$ cat src/sv/ccm_pkg.sv
`timescale 1ns / 1ps

package ccm_pkg;

    localparam int CHAN_W        = 8;
    localparam int QUO_BITS      = 8;
    localparam int SUM_W         = 10;
    localparam int NUM_W         = 16;
    localparam int CMP_W         = NUM_W + 2;
    localparam int CHROMA_STAGES = QUO_BITS + 1;
    localparam int DIFF_STAGE    = CHROMA_STAGES;
    localparam int OUT_STAGE     = CHROMA_STAGES + 1;
    localparam int NUM_STAGES    = CHROMA_STAGES + 2;
    localparam int APB_ADDR_W    = 4;
    localparam int APB_DATA_W    = 32;

    localparam logic [CHAN_W-1:0] CHAN_MAX            = 8'd255;
    localparam logic [CHAN_W-1:0] TARGET_BLUE_RESET   = 8'd0;
    localparam logic [CHAN_W-1:0] TARGET_GREEN_RESET  = 8'd0;
    localparam logic [CHAN_W-1:0] TARGET_RED_RESET    = 8'd255;
    localparam logic [CHAN_W-1:0] THRESHOLD_RESET     = 8'd220;

    typedef enum logic [1:0] {
        REG_TARGET_BLUE     = 2'd0,
        REG_TARGET_GREEN    = 2'd1,
        REG_TARGET_RED      = 2'd2,
        REG_MATCH_THRESHOLD = 2'd3
    } reg_index_t;

    // Normalized color as it leaves the divider pipeline.
    typedef struct packed {
        logic              zero;
        logic [CHAN_W-1:0] c0;
        logic [CHAN_W-1:0] c1;
    } chroma_t;

endpackage

$ cat src/sv/chroma_color_key_mask.sv
// Throughput: one pixel per cycle while the m_ channel is not stalled; the eight
// bit-per-stage divider stages behind the sum stage set the depth, and every stage
// advances on its own when the next is free.
// Reset (aresetn low at a clock edge) empties the pipeline and returns the target
// color to pure red and the threshold to 220; there is no clearing pass.
`timescale 1ns / 1ps

module chroma_color_key_mask
    import ccm_pkg::*;
(
    input  logic                  aclk,
    input  logic                  aresetn,
    input  logic                  psel,
    input  logic                  penable,
    input  logic                  pwrite,
    input  logic [APB_ADDR_W-1:0] paddr,
    input  logic [APB_DATA_W-1:0] pwdata,
    output logic [APB_DATA_W-1:0] prdata,
    output logic                  pready,
    input  logic                  s_valid,
    output logic                  s_ready,
    input  logic [CHAN_W-1:0]     s_pixel_blue,
    input  logic [CHAN_W-1:0]     s_pixel_green,
    input  logic [CHAN_W-1:0]     s_pixel_red,
    output logic                  m_valid,
    input  logic                  m_ready,
    output logic [CHAN_W-1:0]     m_chroma_distance,
    output logic                  m_selected
);

    logic [CHAN_W-1:0]     target_blue_reg;
    logic [CHAN_W-1:0]     target_green_reg;
    logic [CHAN_W-1:0]     target_red_reg;
    logic [CHAN_W-1:0]     threshold_reg;
    logic [NUM_STAGES-1:0] valid_reg;
    logic [NUM_STAGES-1:0] valid_next;
    logic [NUM_STAGES-1:0] stage_en;
    reg_index_t            reg_index;
    logic                  cfg_write;
    chroma_t               pix_chroma;
    chroma_t               tgt_chroma;

    // Configuration registers.
    assign pready    = 1'b1;
    assign reg_index = reg_index_t'(paddr[3:2]);
    assign cfg_write = psel && penable && pwrite && pready;

    always_ff @(posedge aclk) begin
        if (!aresetn) begin
            target_blue_reg  <= TARGET_BLUE_RESET;
            target_green_reg <= TARGET_GREEN_RESET;
            target_red_reg   <= TARGET_RED_RESET;
            threshold_reg    <= THRESHOLD_RESET;
        end else if (cfg_write) begin
            unique case (reg_index)
                REG_TARGET_BLUE:     target_blue_reg  <= pwdata[CHAN_W-1:0];
                REG_TARGET_GREEN:    target_green_reg <= pwdata[CHAN_W-1:0];
                REG_TARGET_RED:      target_red_reg   <= pwdata[CHAN_W-1:0];
                REG_MATCH_THRESHOLD: threshold_reg    <= pwdata[CHAN_W-1:0];
                default: ;
            endcase
        end
    end

    always_comb begin
        unique case (reg_index)
            REG_TARGET_BLUE:     prdata = {{(APB_DATA_W-CHAN_W){1'b0}}, target_blue_reg};
            REG_TARGET_GREEN:    prdata = {{(APB_DATA_W-CHAN_W){1'b0}}, target_green_reg};
            REG_TARGET_RED:      prdata = {{(APB_DATA_W-CHAN_W){1'b0}}, target_red_reg};
            REG_MATCH_THRESHOLD: prdata = {{(APB_DATA_W-CHAN_W){1'b0}}, threshold_reg};
            default:             prdata = '0;
        endcase
    end

    // A stage may load when it is empty or when the stage after it moves on.
    always_comb begin
        stage_en[OUT_STAGE] = !valid_reg[OUT_STAGE] || m_ready;
        for (int i = OUT_STAGE - 1; i >= 0; i--) begin
            stage_en[i] = !valid_reg[i] || stage_en[i+1];
        end
    end

    always_comb begin
        for (int i = 0; i < NUM_STAGES; i++) begin
            if (stage_en[i]) begin
                valid_next[i] = (i == 0) ? s_valid : valid_reg[(i == 0) ? 0 : i - 1];
            end else begin
                valid_next[i] = valid_reg[i];
            end
        end
    end

    always_ff @(posedge aclk) begin
        if (!aresetn) begin
            valid_reg <= '0;
        end else begin
            valid_reg <= valid_next;
        end
    end

    assign s_ready = stage_en[0];
    assign m_valid = valid_reg[OUT_STAGE];

    // The target travels through its own divider in step with the pixel, so both
    // chroma values reach the distance stage together.
    ccm_chroma u_pix_chroma (
        .aclk     (aclk),
        .stage_en (stage_en[CHROMA_STAGES-1:0]),
        .in_blue  (s_pixel_blue),
        .in_green (s_pixel_green),
        .in_red   (s_pixel_red),
        .chroma   (pix_chroma)
    );

    ccm_chroma u_tgt_chroma (
        .aclk     (aclk),
        .stage_en (stage_en[CHROMA_STAGES-1:0]),
        .in_blue  (target_blue_reg),
        .in_green (target_green_reg),
        .in_red   (target_red_reg),
        .chroma   (tgt_chroma)
    );

    ccm_distance u_distance (
        .aclk      (aclk),
        .diff_en   (stage_en[DIFF_STAGE]),
        .out_en    (stage_en[OUT_STAGE]),
        .pix       (pix_chroma),
        .tgt       (tgt_chroma),
        .threshold (threshold_reg),
        .distance  (m_chroma_distance),
        .selected  (m_selected)
    );

endmodule

$ cat src/sv/ccm_chroma.sv
`timescale 1ns / 1ps

module ccm_chroma
    import ccm_pkg::*;
(
    input  logic                     aclk,
    input  logic [CHROMA_STAGES-1:0] stage_en,
    input  logic [CHAN_W-1:0]        in_blue,
    input  logic [CHAN_W-1:0]        in_green,
    input  logic [CHAN_W-1:0]        in_red,
    output chroma_t                  chroma
);

    typedef struct packed {
        logic             q;
        logic [NUM_W-1:0] rem;
    } div_step_t;

    // One restoring division step: try to take sum << shift from the remainder.
    function automatic div_step_t div_step(input logic [NUM_W-1:0] rem,
                                           input logic [SUM_W-1:0] sum,
                                           input int unsigned shift);
        logic [CMP_W-1:0] divisor;
        div_step_t        r;
        divisor = {{(CMP_W-SUM_W){1'b0}}, sum} << shift;
        if ({2'b00, rem} >= divisor) begin
            r.q   = 1'b1;
            r.rem = rem - divisor[NUM_W-1:0];
        end else begin
            r.q   = 1'b0;
            r.rem = rem;
        end
        return r;
    endfunction

    function automatic logic [NUM_W-1:0] scale_chan(input logic [CHAN_W-1:0] v);
        return {v, {CHAN_W{1'b0}}} - {{(NUM_W-CHAN_W){1'b0}}, v};
    endfunction

    logic [SUM_W-1:0]  sum_reg   [QUO_BITS];
    logic [NUM_W-1:0]  rem_b_reg [QUO_BITS];
    logic [NUM_W-1:0]  rem_g_reg [QUO_BITS];
    logic [CHAN_W-1:0] q_b_reg   [CHROMA_STAGES];
    logic [CHAN_W-1:0] q_g_reg   [CHROMA_STAGES];
    logic              zero_reg  [CHROMA_STAGES];

    always_ff @(posedge aclk) begin
        if (stage_en[0]) begin
            sum_reg[0]   <= {2'b00, in_blue} + {2'b00, in_green} + {2'b00, in_red};
            rem_b_reg[0] <= scale_chan(in_blue);
            rem_g_reg[0] <= scale_chan(in_green);
            q_b_reg[0]   <= '0;
            q_g_reg[0]   <= '0;
            zero_reg[0]  <= ((in_blue | in_green | in_red) == '0);
        end
    end

    // Each stage settles one quotient bit, most significant first.
    for (genvar k = 1; k < CHROMA_STAGES; k++) begin : g_div
        div_step_t step_b;
        div_step_t step_g;

        always_comb begin
            step_b = div_step(rem_b_reg[k-1], sum_reg[k-1], QUO_BITS - k);
            step_g = div_step(rem_g_reg[k-1], sum_reg[k-1], QUO_BITS - k);
        end

        always_ff @(posedge aclk) begin
            if (stage_en[k]) begin
                q_b_reg[k]  <= {q_b_reg[k-1][CHAN_W-2:0], step_b.q};
                q_g_reg[k]  <= {q_g_reg[k-1][CHAN_W-2:0], step_g.q};
                zero_reg[k] <= zero_reg[k-1];
            end
        end

        if (k < QUO_BITS) begin : g_carry
            always_ff @(posedge aclk) begin
                if (stage_en[k]) begin
                    sum_reg[k]   <= sum_reg[k-1];
                    rem_b_reg[k] <= step_b.rem;
                    rem_g_reg[k] <= step_g.rem;
                end
            end
        end
    end

    // With a zero sum every trial step succeeds, so a black color is forced to zero here.
    assign chroma.zero = zero_reg[CHROMA_STAGES-1];
    assign chroma.c0   = zero_reg[CHROMA_STAGES-1] ? '0 : q_b_reg[CHROMA_STAGES-1];
    assign chroma.c1   = zero_reg[CHROMA_STAGES-1] ? '0 : q_g_reg[CHROMA_STAGES-1];

endmodule

$ cat src/sv/ccm_distance.sv
`timescale 1ns / 1ps

module ccm_distance
    import ccm_pkg::*;
(
    input  logic              aclk,
    input  logic              diff_en,
    input  logic              out_en,
    input  chroma_t           pix,
    input  chroma_t           tgt,
    input  logic [CHAN_W-1:0] threshold,
    output logic [CHAN_W-1:0] distance,
    output logic              selected
);

    function automatic logic [CHAN_W-1:0] abs_diff(input logic [CHAN_W-1:0] a,
                                                   input logic [CHAN_W-1:0] b);
        return (a > b) ? (a - b) : (b - a);
    endfunction

    // A black color stays all zero; otherwise the third channel makes up the rest.
    function automatic logic [CHAN_W-1:0] third_chan(input chroma_t c);
        return c.zero ? '0 : (CHAN_MAX - c.c0 - c.c1);
    endfunction

    logic [CHAN_W-1:0] diff0_reg;
    logic [CHAN_W-1:0] diff1_reg;
    logic [CHAN_W-1:0] diff2_reg;
    logic [CHAN_W-1:0] dist_reg;
    logic              sel_reg;
    logic [SUM_W-1:0]  total;
    logic [CHAN_W-1:0] dist_next;

    always_ff @(posedge aclk) begin
        if (diff_en) begin
            diff0_reg <= abs_diff(pix.c0, tgt.c0);
            diff1_reg <= abs_diff(pix.c1, tgt.c1);
            diff2_reg <= abs_diff(third_chan(pix), third_chan(tgt));
        end
    end

    always_comb begin
        total     = {2'b00, diff0_reg} + {2'b00, diff1_reg} + {2'b00, diff2_reg};
        dist_next = (total > {2'b00, CHAN_MAX}) ? CHAN_MAX : total[CHAN_W-1:0];
    end

    always_ff @(posedge aclk) begin
        if (out_en) begin
            dist_reg <= dist_next;
            sel_reg  <= (dist_next <= threshold);
        end
    end

    assign distance = dist_reg;
    assign selected = sel_reg;

endmodule

$ cat config.mk
export PLATFORM = sky130hd
export DESIGN_NAME = chroma_color_key_mask
export DESIGN_NICKNAME = d
export VERILOG_FILES = /design/src/sv/ccm_pkg.sv /design/src/sv/chroma_color_key_mask.sv /design/src/sv/ccm_chroma.sv /design/src/sv/ccm_distance.sv
export SDC_FILE = /design/constraint.sdc
export NUM_CORES = 2
export LEC_CHECK = 0
export BUFFER_PORTS_ARGS = -buffer_cell sky130_fd_sc_hd__buf_2
export CORE_MARGIN = 3
export CORE_UTILIZATION = 65
export CTS_CLUSTER_DIAMETER = 40
export DETAILED_ROUTE_END_ITERATION = 7
export PLACE_DENSITY = 0.89
export SETUP_SLACK_MARGIN = 0.3
export SKIP_CTS_REPAIR_TIMING = 1
export SLEW_MARGIN = 20
export SYNTH_ARGS = -nofsm -noshare
export SYNTH_HDL_FRONTEND = slang
export SYNTH_SLANG_ARGS = --single-unit
$ cat constraint.sdc
create_clock -name aclk -period 18.5 [get_ports aclk]
set_input_delay 1.85 -clock aclk [delete_from_list [all_inputs] [get_ports aclk]]
set_output_delay 1.85 -clock aclk [all_outputs]
set_load 0.005 [all_outputs]
* After elaboration in Yosys (flattened, before gate mapping)
Memories as Yosys holds them, arrays and structs flattened.
Index checks and enable logic that the tools add are counted.
** Cells by class
- Add/subtract/negate cells :: 52
- Bitwise operators :: 4
- $lt $le $gt $ge :: 37
- Reductions and logical operators :: 31
- Muxes and demuxes :: 61
- Equal/unequal tests :: 3
** Operator list (number)
- two-way mux 17 bit :: 32
- one-hot mux 32 bit (4 select lines) :: 1
- subtractor 16 bit :: 8
- two-way mux 8 bit :: 10
- greater-or-equal comparator 16 x 17 -> 1 bit :: 4
- greater-or-equal comparator 16 x 10 -> 1 bit :: 4
- greater-or-equal comparator 16 x 11 -> 1 bit :: 4
- greater-or-equal comparator 16 x 12 -> 1 bit :: 4
- greater-or-equal comparator 16 x 13 -> 1 bit :: 4
- greater-or-equal comparator 16 x 14 -> 1 bit :: 4
- greater-or-equal comparator 16 x 15 -> 1 bit :: 4
- greater-or-equal comparator 16 bit :: 4
- subtractor 16 x 10 -> 16 bit :: 4
- subtractor 16 x 11 -> 16 bit :: 4
- subtractor 16 x 12 -> 16 bit :: 4
- subtractor 16 x 13 -> 16 bit :: 4
- subtractor 16 x 14 -> 16 bit :: 4
- subtractor 16 x 15 -> 16 bit :: 4
- subtractor 16 x 8 -> 16 bit :: 4
- subtractor 8 bit :: 8
- bitwise OR 8 bit :: 4
- adder 10 x 8 -> 10 bit :: 3
- adder 8 x 8 -> 9 bit :: 3
- > comparator 8 bit :: 3
- 12 further kinds :: 56
** Word-level totals
- Memories :: 12
- Input bits :: 67
- Bits in writable memories :: 978
- Bits in registers :: 76
- Output and inout bits :: 44
- Word-level logic and storage cells :: 220
** Memory list
- u_pix_chroma.rem_b_reg :: words 8, bits a word 16, read ports 8, clocked after Yosys merged registers in 0, write ports 8, line ccm_chroma.sv:41 : logic [NUM_W-1:0] rem_b_reg [QUO_BITS];
- u_pix_chroma.rem_g_reg :: words 8, bits a word 16, read ports 8, clocked after Yosys merged registers in 0, write ports 8, line ccm_chroma.sv:42 : logic [NUM_W-1:0] rem_g_reg [QUO_BITS];
- u_tgt_chroma.rem_b_reg :: words 8, bits a word 16, read ports 8, clocked after Yosys merged registers in 0, write ports 8, line ccm_chroma.sv:41
- u_tgt_chroma.rem_g_reg :: words 8, bits a word 16, read ports 8, clocked after Yosys merged registers in 0, write ports 8, line ccm_chroma.sv:42
- u_pix_chroma.sum_reg :: words 8, bits a word 10, read ports 8, clocked after Yosys merged registers in 0, write ports 8, line ccm_chroma.sv:40 : logic [SUM_W-1:0] sum_reg [QUO_BITS];
- u_tgt_chroma.sum_reg :: words 8, bits a word 10, read ports 8, clocked after Yosys merged registers in 0, write ports 8, line ccm_chroma.sv:40
- 6 more memories

* Depth between registers and ports, before layout
- Depth in word-level cells :: 14
- Depth in mapped cells :: 23
- Mapped depth without buffers :: 23

* Hierarchy
Synthesis repeated with hierarchy kept, for this count alone.
** Unflattened totals
- Cell total of the unflattened synthesis :: 4451
- Area, all modules :: 52237.6 um^2
** By module, submodules not included
- ccm_chroma at u_tgt_chroma :: seq. area each 12522.0 um^2, area each 22849.4 um^2, times used 1, cells each 1898
- ccm_chroma at u_pix_chroma :: seq. area each 12522.0 um^2, area each 22840.7 um^2, times used 1, cells each 1871
- ccm_distance :: seq. area each 991.0 um^2, area each 4401.7 um^2, times used 1, cells each 464
- chroma_color_key_mask :: seq. area each 860.8 um^2, area each 2145.8 um^2, times used 1, cells each 218

* Worst setup path before layout
No wires, ideal clock.
- Path kind :: input-to-output
- From :: input m_ready
- To :: output s_ready
- Arrival :: 7.006 ns
- Setup slack :: 9.644 ns
- Cell stages on the path :: 7
- Required time :: 16.650 ns
- Path through :: nor2b_1 > inv_1 > nor2_1 > and2_1 > inv_1 > nor2_1 > nand3_1
** Between the ends
- Longest elaborated chain between the ends :: 11
** Ends and longest elaborated chain
- start, declared :: line chroma_color_key_mask.sv:26 : input logic m_ready,
- logical OR 1 bit :: line chroma_color_key_mask.sv:77 : stage_en[OUT_STAGE] = !valid_reg[OUT_STAGE] || m_ready;
- named net stage_en[10] :: line chroma_color_key_mask.sv:37 : logic [NUM_STAGES-1:0] stage_en;
- logical OR 1 bit (5 in a row) :: line chroma_color_key_mask.sv:79 : stage_en[i] = !valid_reg[i] || stage_en[i+1];
- named net stage_en[5] :: line chroma_color_key_mask.sv:37
- logical OR 1 bit (5 in a row) :: line chroma_color_key_mask.sv:79
- end, declared :: line chroma_color_key_mask.sv:21 : output logic s_ready,
The timed path passes the listed nets, and every way through them passes these cells.

* Worst setup path after layout
Same ends and word-level chain as after synthesis.

==> summary.txt <==
Outcome
  – Run status: complete, no violations

Clock tree
  – Largest buffer count on any clock path: 3
  – Root Buffer: clkbuf_16
  – Worst skew pair latency: 0.68 ns
  – CTS buffer count: ~110
  – CTS tree: built
  – CTS sink cnt: 910
  – Clock transition at the registers of the reported paths: 0.06 ns
  – H-tree levels: 3

Place
  – GPL Wtd Cong: 0.944
  – Placed cell count: 5,471
  – DP HPWL: ~80,000 µm
  – Port Buffers: a little under 60

Layout
  – Nets: approximately 5.1k
  – Number of fill cells in the layout: slightly below 5k
  – Area of the multi-input gates: 0.0230 mm²
  – Area growth syn-to-layout: 10.0%
  – FF+latch area: 0.0269 mm²
  – Util after Layout: roughly 73%
  – Non-filler cells, final: roughly 5.7k
  – Share of cells above drive strength 1: 9.40%

Floorplanning
  – IO Pins: ~110
  – Die area: 0.0827 mm²
  – Initial Util: 66.1%
  – Row count: 102
  – DIE HEIGHT: 288 µm
  – Core area: 0.0780 mm²
  – Die W: roughly 290 µm

Global routing
  – Total global routing overflow: 0
  – Initial antenna violation count: 4
  – Vias in the first global route: 34.1k
  – Global-route wire length before repair: 178,000 µm
  – GRT Resource Usage Total: roughly 27%
  – Largest net degree at the start of global routing: 91

Pwr
  – Pwr Density: 188 mW/mm²
  – Peak supply drop: roughly 0.15 mV
  – Total Power: 10.7 mW
  – P_leak: 23.8 nW

Critical path
  – CP Class: input pin to output pin
  – RR Startpoint: u_pix_chroma.zero_reg[0][8]
  – Largest fanout on the critical path: 54
  – Setup crit end kind: output pin
  – RR Endpoint: u_distance.diff2_reg[7]
  – WP data required: 16.65 ns
  – Type of origin of the critical path: input pin
  – Critical Path AT: 4.93 ns
  – R2R depth: 16
  – Flop2flop setup slack: 13.35 ns

STA
  – Setup TNS: 0 ns
  – Fin crit share: 36.6%
  – Final Hold Vio Count: 0
  – Worst slew pin tran: 1.02 ns
  – Endpoints failing setup: 0
  – Final slew viol count: 0
  – Min Tclk post-route: 6.78 ns
  – Fmax: ~150 MHz
  – RSZ-0062 raised after global routing: false
  – Layout Skew: 0.0157 ns
  – Slew HR: 31.2%

Synthesis
  – Synth Cell Area: 0.0516 mm²
  – Post-synth top flop: edfxtp_1
  – Post-synthesis register bit count: 910
  – Gate count of the mapped netlist: approximately 4.4k
  – Syn. warnings: 0
  – Post-synth EDFFs: 867
  – Post-synthesis cell type count: 82
  – Synthesized area per cell: 11.7 µm²
  – Seq/Total Area, Yosys: between 50% and 60%
  – Share of synthesized registers carrying an async set or reset: 0%

Detailed routing
  – Drt wl/cell: 19.8 µm
  – 1st-iter DRT viols: approximately 3k
  – Final ANT Viol Nets: 0
  – DRT Pass-1 Iters: 6
  – Routed Wire Length: 112,000 µm
  – Via count: about 35k
  – # DRC: 0
  – DR vias/cell: 6.10

Min path
  – Hold path endpoint: u_pix_chroma.q_b_reg[0][17]
  – Hold_sp: u_pix_chroma.q_b_reg[0][8]
  – Hold Path Class: register to register
  – Hold Crit Depth: 0

Run
  – Maxcap violations: 0
-- report_power, final --
group / leakage [nW] / internal (mW) / switching, mW
Combinational: 12.4 / 2.17 / 2.74
Clock: 1.79 / 1.24 / 0.893
Sequential: 9.63 / 3.23 / 0.395
Total: 23.8 / 6.64 / 4.02
-- worst max-delay path, stage by stage --
cell and delay, ns:
buf_2 0.13, nor2b_1 0.31, inv_1 0.30, nor2_1 0.33
and2_1 0.40, inv_4 0.32, nor2_1 0.70, nand3_4 0.34
buf_2 0.25
-- cells in the mapped netlist (42+ instances only) --
cell / count / area [µm²]
a21o_1: 94 / 706
a21oi_1: 329 / 1650
dfxtp_1: 43 / 861
edfxtp_1: 867 / 26000
fa_1: 42 / 841
ha_1: 453 / 5670
inv_1: 373 / 1400
mux2_2: 116 / 1310
mux2i_1: 60 / 601
nand2_1: 207 / 777
nand2b_1: 113 / 707
nand3_1: 49 / 245
nand4_1: 49 / 307
nor2_1: 326 / 1220
nor2b_1: 131 / 820
nor3_1: 80 / 400
o21a_1: 59 / 443
o21ai_0: 209 / 1050
xnor2_1: 205 / 1800
xor2_1: 90 / 788
-- metrics by stage --
stage	hold slack, ns	setup slack [ns]	cell area [µm²]
after floorplan	0.400	9.64	51600
after global routing	0.418	11.46	56700
after detailed placement	0.405	11.88	53000
after global placement	0.400	12.01	53000
after CTS	0.408	11.86	56700
final	0.405	11.72	56700
-- cell usage in the layout (no fill, tap or decap), drive strengths merged, types with 126 or more instances in the layout --
| master | instances |
|---|---|
| nand2 | 207 |
| ha | 453 |
| inv | 402 |
| a21oi | 334 |
| o21ai | 222 |
| clkbuf | 126 |
| edfxtp | 867 |
| nor2b | 131 |
| nor2 | 326 |
| xnor2 | 205 |
-- metal layers --
| metal | global-route usage [%] | up-vias | routed length [µm] | part of all wire, % |
|---|---|---|---|---|
| met1 | 33.9 | 16500 | 44700 | 40 |
| met4 | 11.3 | 0 | 4760 | 4.2 |
| met2 | 47.7 | 1404 | 56000 | 50 |
| li1 | - | 16400 | - | - |
| met3 | 3.62 | 296 | 6880 | 6.1 |
| met5 | 0 | - | 0 | 0 |
-- layout make-up --
cell class                 instances  share of cell area [%]
antenna                            1                 0.00441
tap                             1040                    2.29
timing repair buffer              76                   0.745
multi-input combinational       3069                    40.5
inverter                         376                    2.50
clock buffer                     126                    4.92
sequential                       910                    47.4
clock inverter                    80                    1.61
-- cells by family after synthesis --
group	Yosys count	share of synthesized area [%]
and+or+nand+nor	1114	10.8
AOI/OAI and AO/OA	948	11.5
DFF	910	52.2
adders and majority gates	495	12.6
buffers and inverters	457	3.60
xor gates and xnor gates	295	5.01
muxes	192	4.25
other	2	0.0146
-- worst max path at each step --
| stage | start | endpoint | slack, ns | cells after the start |
|---|---|---|---|---|
| CTS | m_ready | s_ready | 11.86 | 9 |
| detailed placement | m_ready | s_ready | 11.88 | 9 |
| floorplan | m_ready | s_ready | 9.64 | 7 |
| global placement | m_ready | s_ready | 12.01 | 9 |
| global route | m_ready | s_ready | 11.46 | 9 |
| finish | m_ready | s_ready | 11.72 | 9 |
Power figures use the tool's default switching activity.
